--- src/rtl/ui2x_pkg.sv ---
// Shared constants and types for the 2x image upscaler.
// No dependencies; used by every module of the block but ui2x_ram.
package ui2x_pkg;

    localparam int MAX_WIDTH  = 1024;
    localparam int MAX_HEIGHT = 1024;

    localparam int PIX_W   = 8;
    localparam int CFG_W   = 11;
    localparam int COORD_W = 11;
    localparam int COL_W   = $clog2(MAX_WIDTH);
    localparam int ROW_W   = $clog2(MAX_HEIGHT);
    localparam int IDX_W   = 2;

    // configuration register indexes
    localparam logic [IDX_W-1:0] REG_WIDTH  = 2'd0;
    localparam logic [IDX_W-1:0] REG_HEIGHT = 2'd1;

    // row / column slot within the block of results of one source pixel
    localparam logic [1:0] SLOT_PRE  = 2'd0;   // 2x-1
    localparam logic [1:0] SLOT_MID  = 2'd1;   // 2x
    localparam logic [1:0] SLOT_POST = 2'd2;   // 2x+1

    typedef struct packed {
        logic [ROW_W-1:0] row;
        logic [COL_W-1:0] col;
        logic             has_up;
        logic             has_left;
        logic             last_c;
        logic             last_r;
        logic [PIX_W-1:0] v_diag;
        logic [PIX_W-1:0] v_vert;
        logic [PIX_W-1:0] v_horz;
        logic [PIX_W-1:0] v_pix;
    } t_job;

endpackage

--- src/rtl/ui2x_emit.sv ---
// Output sequencer: walks the up to nine results of one source pixel.
// Depends on ui2x_pkg.
module ui2x_emit (
    input  logic                         i_clk,
    input  logic                         i_rst_n,
    input  logic                         i_job_valid,
    input  ui2x_pkg::t_job               i_job,
    output logic                         o_job_ready,
    output logic                         o_out_valid,
    input  logic                         i_out_ready,
    output logic [ui2x_pkg::COORD_W-1:0] o_out_row,
    output logic [ui2x_pkg::COORD_W-1:0] o_out_col,
    output logic [ui2x_pkg::PIX_W-1:0]   o_out_pixel,
    output logic                         o_run_last,
    output logic                         o_frame_last
);

    ui2x_pkg::t_job r_job;
    logic           r_busy, n_busy;
    logic [1:0]     r_rs, n_rs, r_cs, n_cs;
    logic           r_ov, n_ov;
    logic [ui2x_pkg::COORD_W-1:0] r_orow, r_ocol;
    logic [ui2x_pkg::PIX_W-1:0]   r_opix;
    logic           r_orl, r_ofl;

    logic       load_out, is_last, take_job;
    logic [1:0] rs_end, cs_start, cs_end;
    logic [1:0] job_rs, job_cs;
    logic [ui2x_pkg::COORD_W-1:0] cur_row, cur_col;
    logic [ui2x_pkg::PIX_W-1:0]   cur_pix;

    assign rs_end   = r_job.last_r ? ui2x_pkg::SLOT_POST : ui2x_pkg::SLOT_MID;
    assign cs_end   = r_job.last_c ? ui2x_pkg::SLOT_POST : ui2x_pkg::SLOT_MID;
    assign cs_start = r_job.has_left ? ui2x_pkg::SLOT_PRE : ui2x_pkg::SLOT_MID;
    assign job_rs   = i_job.has_up ? ui2x_pkg::SLOT_PRE : ui2x_pkg::SLOT_MID;
    assign job_cs   = i_job.has_left ? ui2x_pkg::SLOT_PRE : ui2x_pkg::SLOT_MID;

    assign load_out    = r_busy && (!r_ov || i_out_ready);
    assign is_last     = (r_rs == rs_end) && (r_cs == cs_end);
    assign o_job_ready = !r_busy || (load_out && is_last);
    assign take_job    = i_job_valid && o_job_ready;

    // slot code is the offset from 2x-1
    assign cur_row = ui2x_pkg::COORD_W'({r_job.row, 1'b0}) + ui2x_pkg::COORD_W'(r_rs)
                   - ui2x_pkg::COORD_W'(1);
    assign cur_col = ui2x_pkg::COORD_W'({r_job.col, 1'b0}) + ui2x_pkg::COORD_W'(r_cs)
                   - ui2x_pkg::COORD_W'(1);

    always_comb begin
        if (r_rs == ui2x_pkg::SLOT_PRE) begin
            cur_pix = (r_cs == ui2x_pkg::SLOT_PRE) ? r_job.v_diag : r_job.v_vert;
        end else begin
            cur_pix = (r_cs == ui2x_pkg::SLOT_PRE) ? r_job.v_horz : r_job.v_pix;
        end
    end

    always_comb begin
        n_busy = r_busy;
        n_rs   = r_rs;
        n_cs   = r_cs;
        priority if (take_job) begin
            n_busy = 1'b1;
            n_rs   = job_rs;
            n_cs   = job_cs;
        end else if (load_out && is_last) begin
            n_busy = 1'b0;
        end else if (load_out) begin
            if (r_cs == cs_end) begin
                n_rs = r_rs + 2'd1;
                n_cs = cs_start;
            end else begin
                n_cs = r_cs + 2'd1;
            end
        end
    end

    always_comb begin
        n_ov = r_ov;
        if (load_out) begin
            n_ov = 1'b1;
        end else if (i_out_ready) begin
            n_ov = 1'b0;
        end
    end

    always_ff @(posedge i_clk) begin
        if (!i_rst_n) begin
            r_busy <= 1'b0;
            r_ov   <= 1'b0;
            r_rs   <= ui2x_pkg::SLOT_MID;
            r_cs   <= ui2x_pkg::SLOT_MID;
        end else begin
            r_busy <= n_busy;
            r_ov   <= n_ov;
            r_rs   <= n_rs;
            r_cs   <= n_cs;
        end
    end

    always_ff @(posedge i_clk) begin
        if (take_job) begin
            r_job <= i_job;
        end
        if (load_out) begin
            r_orow <= cur_row;
            r_ocol <= cur_col;
            r_opix <= cur_pix;
            r_orl  <= is_last;
            r_ofl  <= is_last && r_job.last_c && r_job.last_r;
        end
    end

    assign o_out_valid  = r_ov;
    assign o_out_row    = r_orow;
    assign o_out_col    = r_ocol;
    assign o_out_pixel  = r_opix;
    assign o_run_last   = r_orl;
    assign o_frame_last = r_ofl;

endmodule

--- config.mk ---
export PLATFORM = sky130hd
export DESIGN_NAME = ui2x_emit
export DESIGN_NICKNAME = d
export VERILOG_FILES = /design/src/rtl/ui2x_pkg.sv /design/src/rtl/ui2x_emit.sv
export SDC_FILE = /design/constraint.sdc
export NUM_CORES = 1
export LEC_CHECK = 0
export ABC_AREA = 0
export BUFFER_PORTS_ARGS = -buffer_cell sky130_fd_sc_hd__buf_4
export CAP_MARGIN = 20
export CORE_MARGIN = 1
export CORE_UTILIZATION = 41
export CTS_BUF_LIST = sky130_fd_sc_hd__clkbuf_16
export DETAILED_ROUTE_END_ITERATION = 10
export PLACE_DENSITY = 0.77
export RECOVER_POWER = 50
export SLEW_MARGIN = 20
export SYNTH_ARGS = -nofsm -noshare
export SYNTH_HDL_FRONTEND = slang
export SYNTH_SLANG_ARGS = --single-unit
export TNS_END_PERCENT = 5
--- constraint.sdc ---
create_clock -name i_clk -period 2.9 [get_ports i_clk]
set_clock_uncertainty 0.05 [all_clocks]
set_input_delay 0.145 -clock i_clk [delete_from_list [all_inputs] [get_ports i_clk]]
set_output_delay 0.145 -clock i_clk [all_outputs]
set_load 0.02 [all_outputs]
==> results of run 1 <==
==> power breakdown <==
part	internal (mW)	switching (mW)
Sequential	1.62	0.0444
Combinational	0.299	0.320
Clock	0.592	0.510
Total	2.51	0.874
==> final timing paths <==
kind / startpoint / to / slack [ns] / cells after the start
min: i_job_valid / r_busy / 0.09 / 3
min reg2reg: r_busy / r_cs[0] / 0.52 / 3
max reg2reg: r_rs[1] / o_out_row[9] / 0.30 / 10
max: r_rs[1] / o_out_row[9] / 0.30 / 10
==> per-layer routing <==
| layer | vias to the layer above | GRT usage | wire length [um] |
|---|---|---|---|
| li1 | 1297 | - | - |
| met1 | 1246 | 0.170 | 3090 |
| met2 | 98 | 0.303 | 4200 |
| met3 | 12 | 0.0657 | 680 |
| met4 | 0 | 0.0714 | 139 |
| met5 | - | 0 | 0 |
==> final cells by class <==
cell class              instances  share of cell area
clock buffers                   9              0.0394
clock inverters                 6             0.00941
inverters                      33              0.0217
multi-input cells             132               0.219
flip-flops and latches         93               0.478
well taps                     133              0.0291
repair buffers                152               0.203
==> synthesized netlist by cell type (2+ instances only) <==
| cell type | count | area share |
|---|---|---|
| a2111oi_4 | 2 | 0.013 |
| a21o_1 | 6 | 0.011 |
| a21oi_1 | 11 | 0.013 |
| and2_1 | 5 | 0.0076 |
| and3_1 | 4 | 0.0061 |
| and3_4 | 2 | 0.0055 |
| and3b_1 | 2 | 0.0042 |
| and4_1 | 2 | 0.0042 |
| dfxtp_1 | 6 | 0.029 |
| edfxtp_1 | 87 | 0.63 |
| fa_1 | 2 | 0.0097 |
| ha_1 | 22 | 0.067 |
| inv_1 | 33 | 0.030 |
| mux2i_1 | 3 | 0.0073 |
| mux4_2 | 8 | 0.044 |
| nand2_1 | 4 | 0.0036 |
| nand3_1 | 2 | 0.0024 |
| nand3b_1 | 2 | 0.0036 |
| nor2_1 | 7 | 0.0064 |
| nor3_1 | 2 | 0.0024 |
| nor3b_1 | 2 | 0.0036 |
| o21a_1 | 2 | 0.0036 |
| o21ai_0 | 2 | 0.0024 |
| o21ai_1 | 2 | 0.0024 |
| o21bai_1 | 3 | 0.0055 |
| xnor2_1 | 16 | 0.034 |
| xor2_1 | 2 | 0.0042 |
==> worst max-delay path, cell delays in order (launching register included) <==
cell,delay (ns)
dfxtp_1,0.40
inv_1,0.08
ha_1,0.27
inv_1,0.04
ha_1,0.19
fa_1,0.40
a21o_1,0.19
a221o_1,0.31
nor3_1,0.16
o21bai_1,0.12
xor2_1,0.15
==> sequential cells by signal (all words and copies together) (netlist names), 2 cells and up <==
| signal | flops |
|---|---|
| o_out_row | 11 |
| r_job | 55 |
| o_out_col | 11 |
| r_cs | 2 |
| r_rs | 2 |
| o_out_pixel | 8 |
==> logic make-up (layout without fill, tap and decap cells) <==
| logic type | Yosys count | in the layout | synth area share |
|---|---|---|---|
| buf+inv | 35 | 200 | 0.0321 |
| fa+ha+maj | 24 | 24 | 0.0764 |
| mux | 11 | 11 | 0.0509 |
| xor+xnor | 18 | 18 | 0.0382 |
| simple gates | 38 | 38 | 0.0567 |
| compound gates | 41 | 41 | 0.0839 |
| flops | 93 | 93 | 0.662 |
==> timing repair <==
action | CTS | global route
hold endpoints to repair | 57 | 0
hold buffers | 56 | 0
resized for setup | 0 | 0
endpoints found under the setup margin | 0 | 0
==> impl_metrics.env, run 1 <==
export IMPL_num_io_pins=94
export IMPL_drive_gt1_frac=0.226
export IMPL_hold_viol_final=0
export IMPL_synthArstFlopShare=0
export IMPL_seq_area_mm2=0.00273
export IMPL_slew_headroom=0.433
export IMPL_final_core_util=0.585
export IMPL_clock_sinks=93
export IMPL_postCtsSetupBuffers=0
export IMPL_cp_end_kind="flop"
export IMPL_wl_um=8110
export IMPL_min_path_type="input port to flop"
export IMPL_vias=2653
export IMPL_post_route_min_period_ns=2.60
export IMPL_via_per_inst=4.75
export IMPL_portBuffers=93
export IMPL_syn_nets=344
export IMPL_root_buffer="clkbuf_16"
export IMPL_synth_avg_cell_area_um2=15.9
export IMPL_grt_overflow=0
export IMPL_first_pass_iters=4
export IMPL_powerDensity_mw_per_mm2=592
export IMPL_layout_nets=505
export IMPL_n_antenna_cell=0
export IMPL_ys_warn_count=0
export IMPL_grtUsageTotal=0.167
export IMPL_tightestPinTransition_ns=0.850
export IMPL_fillers=769
export IMPL_synth_edf_count=87
export IMPL_numPlacedInstances=487
export IMPL_layout_commonest_cell="edfxtp_1"
export IMPL_syn2layout_area_growth_pct=38.5
export IMPL_routedWlPerCell_um=14.5
export IMPL_rows=36
export IMPL_stdcell_count=558
export IMPL_placed_cell_area_mm2=0.00502
export IMPL_antenna_found_initial=0
export IMPL_rsz0062_at_grt="false"
export IMPL_drcViolationCount=0
export IMPL_clk_pin_slew_ns=0.07
export IMPL_fin_hold_ws_ns=0.0862
export IMPL_dieArea_mm2=0.0105
export IMPL_cts_buffer_depth=2
export IMPL_fp_dieW_um=102
export IMPL_crit_fanout=5
export IMPL_syn_inst=260
export IMPL_critical_path_class="flop to flop"
export IMPL_crit_required_ns=2.94
export IMPL_synthFlopType="edfxtp_1"
export IMPL_yosysUniqueCellTypes=46
export IMPL_syn_area_mm2=0.00413
export IMPL_ys_ff_latch=93
export IMPL_final_area_mm2=0.00572
export IMPL_cts_tree="built"
export IMPL_crit_arrival_ns=2.64
export IMPL_multi_input_area_mm2=0.00125
export IMPL_peakVddDrop_mv=0.498
export IMPL_report_final_slew_viol_count=0
export IMPL_cts_buffers=9
export IMPL_status="finished clean"
export IMPL_pre_cts_slack_ns=0.321
export IMPL_setup_violations=0
export IMPL_place_hpwl_um=5290
export IMPL_power_mw=3.39
export IMPL_layout_common_cells="edfxtp_1, dlygate4sd3_1, clkbuf_4"
export IMPL_tns_ns=0
export IMPL_initial_core_util=0.422
export IMPL_synth_seq_area_share=0.662
export IMPL_grt_pass1_vias=2721
export IMPL_fp_dieH_um=102
export IMPL_fin_crit_sh=0.897
export IMPL_place_congestion=0.826
export IMPL_finalWorstSetupSlack_ns=0.298
export IMPL_htreeDepth=3
export IMPL_fmax_ghz=0.384
export IMPL_drtIter0Drc=60
export IMPL_core_mm2=0.00977
export IMPL_crit_path_start_kind="flop"
export IMPL_grt_pass1_wl_um=12700
export IMPL_grt_max_degree=45
export IMPL_final_antenna_net_count=0
export IMPL_max_cap_violations=0
export IMPL_leakagePower_nw=2.29
export IMPL_clock_latency_ns=0.34
Note: power is estimated with default switching activity, not from simulation.
==> inputs of run 2 (changes only) <==
- BUFFER_PORTS_ARGS: -buffer_cell sky130_fd_sc_hd__buf_4 -> default
- CORE_UTILIZATION: 41 -> 30
- DONT_BUFFER_PORTS: default -> 1
- PLACE_DENSITY: 0.77 -> 0.56
==> run 2 against run 1 <==
Worst hold slack worse by 0.058 ns. Sequential power grew 4%. Cell count fell by 8.2%. Sequential share of layout area rose by 4.3 points. Critical path depth stayed put. Critical endpoint unchanged. Largest power group unchanged.
==> impl_metrics.env, run 2 (synthesis gave the netlist of run 1 again) <==
export IMPL_status="finished clean"
export IMPL_seq_area_mm2=0.00273
export IMPL_crit_fanout=5
export IMPL_post_route_min_period_ns=2.56
export IMPL_critical_path_class="flop to flop"
export IMPL_place_congestion=0.728
export IMPL_grt_overflow=0
export IMPL_crit_required_ns=2.95
export IMPL_cts_buffers=9
export IMPL_grtUsageTotal=0.117
export IMPL_setup_violations=0
export IMPL_dieArea_mm2=0.0142
export IMPL_layout_common_cells="edfxtp_1, dlygate4sd3_1, inv_1"
export IMPL_place_hpwl_um=5220
export IMPL_n_antenna_cell=0
export IMPL_rsz0062_at_grt="false"
export IMPL_core_mm2=0.0133
export IMPL_fin_crit_sh=0.883
export IMPL_final_core_util=0.393
export IMPL_drive_gt1_frac=0.116
export IMPL_crit_arrival_ns=2.61
export IMPL_largest_reg_flops=55
export IMPL_initial_core_util=0.309
export IMPL_layout_commonest_cell="edfxtp_1"
export IMPL_hold_viol_final=0
export IMPL_report_final_slew_viol_count=0
export IMPL_vias=2305
export IMPL_root_buffer="clkbuf_16"
export IMPL_cts_tree="built"
export IMPL_syn2layout_area_growth_pct=27.1
export IMPL_leakagePower_nw=1.99
export IMPL_num_io_pins=94
export IMPL_tightestPinTransition_ns=1.49
export IMPL_fp_dieH_um=119
export IMPL_grt_max_degree=29
export IMPL_final_antenna_net_count=0
export IMPL_drtIter0Drc=65
export IMPL_rows=42
export IMPL_clock_sinks=93
export IMPL_crit_path_start_kind="flop"
export IMPL_fmax_ghz=0.390
export IMPL_first_pass_iters=4
export IMPL_clk_pin_slew_ns=0.07
export IMPL_cts_buffer_depth=2
export IMPL_min_path_type="input port to flop"
export IMPL_grt_pass1_vias=2503
export IMPL_peakVddDrop_mv=0.396
export IMPL_clock_latency_ns=0.35
export IMPL_drcViolationCount=0
export IMPL_routedWlPerCell_um=15.0
export IMPL_hold_depth=2
export IMPL_powerDensity_mw_per_mm2=630
export IMPL_antenna_found_initial=0
export IMPL_cp_end_kind="flop"
export IMPL_largest_register="r_job"
export IMPL_fp_dieW_um=119
export IMPL_multi_input_area_mm2=0.00126
export IMPL_max_cap_violations=0
export IMPL_slew_headroom=0.00722
export IMPL_fillers=1275
export IMPL_reg2reg_depth=10
export IMPL_wl_um=7660
export IMPL_htreeDepth=3
export IMPL_layout_nets=415
export IMPL_grt_pass1_wl_um=12400
export IMPL_ctsResizeCount=0
export IMPL_via_per_inst=4.50
export IMPL_portBuffers=0
export IMPL_tns_ns=0
-- run 2: changes by cell type in the layout (fill, tap and decap cells not counted), moves of 2 or more --
cell / change
clkbuf_4: -54
clkbuf_1: -35
buf_4: -4
dlygate4sd3_1: +2
-- run 2: where the power goes --
part	internal, mW	total, mW	switching, mW
sequential	1.63	1.74	0.117
clock	0.584	1.09	0.509
combinational	0.242	0.470	0.228
total	2.45	3.31	0.853
-- run 2: area by class of cell --
class | instances | share of cell area
clock inverters | 7 | 0.00954
clock buffers | 9 | 0.0429
inverters | 33 | 0.0236
multi-input cells | 132 | 0.240
well taps | 176 | 0.0420
repair buffers | 62 | 0.121
flip-flops and latches | 93 | 0.521
-- run 2: metal layers --
| metal | routed length [um] | part of all wire | vias to the layer above | global-route usage |
|---|---|---|---|---|
| li1 | - | - | 1114 | - |
| met1 | 3130 | 0.41 | 1106 | 0.122 |
| met2 | 3900 | 0.51 | 72 | 0.207 |
| met3 | 459 | 0.060 | 13 | 0.0460 |
| met4 | 165 | 0.022 | 0 | 0.0500 |
| met5 | 0 | 0 | - | 0 |
-- run 2: through the flow --
stage | hold WS, ns | total power [mW] | worst slack [ns] | std cells | area [um2]
after floorplan | 0.157 | 2.08 | 0.487 | 260 | 4130
after global placement | 0.167 | 2.18 | 0.362 | 438 | 4400
after detailed placement | 0.165 | 2.19 | 0.345 | 438 | 4400
after CTS | 0.00402 | 3.37 | 0.324 | 512 | 5250
after global routing | 0.0199 | 3.46 | 0.162 | 512 | 5250
final | 0.0280 | 3.31 | 0.339 | 512 | 5250
-- run 2: path summary, 6_finish.rpt --
check                from            to  slack, ns
setup / recovery  r_rs[1]  o_out_row[9]       0.34
hold / removal    i_rst_n       r_cs[1]       0.03
setup reg to reg  r_rs[1]  o_out_row[9]       0.34
hold reg to reg   r_rs[1]       r_rs[1]       0.54
-- run 2: repair_timing --
action,4_1_cts,5_1_grt
hold endpoints to repair,61,0
endpoints found under the setup margin,0,0
buffers inserted,0,0
hold buffers,58,0
-- run 2: critical path, cell delays in order (launching register included) --
cell and delay (ns):
dfxtp_1 0.39, inv_1 0.08, ha_1 0.27, inv_1 0.04, ha_1 0.20, fa_1 0.40
a21o_1 0.19, a221o_1 0.31, nor3_1 0.14, o21bai_1 0.10, xor2_1 0.14
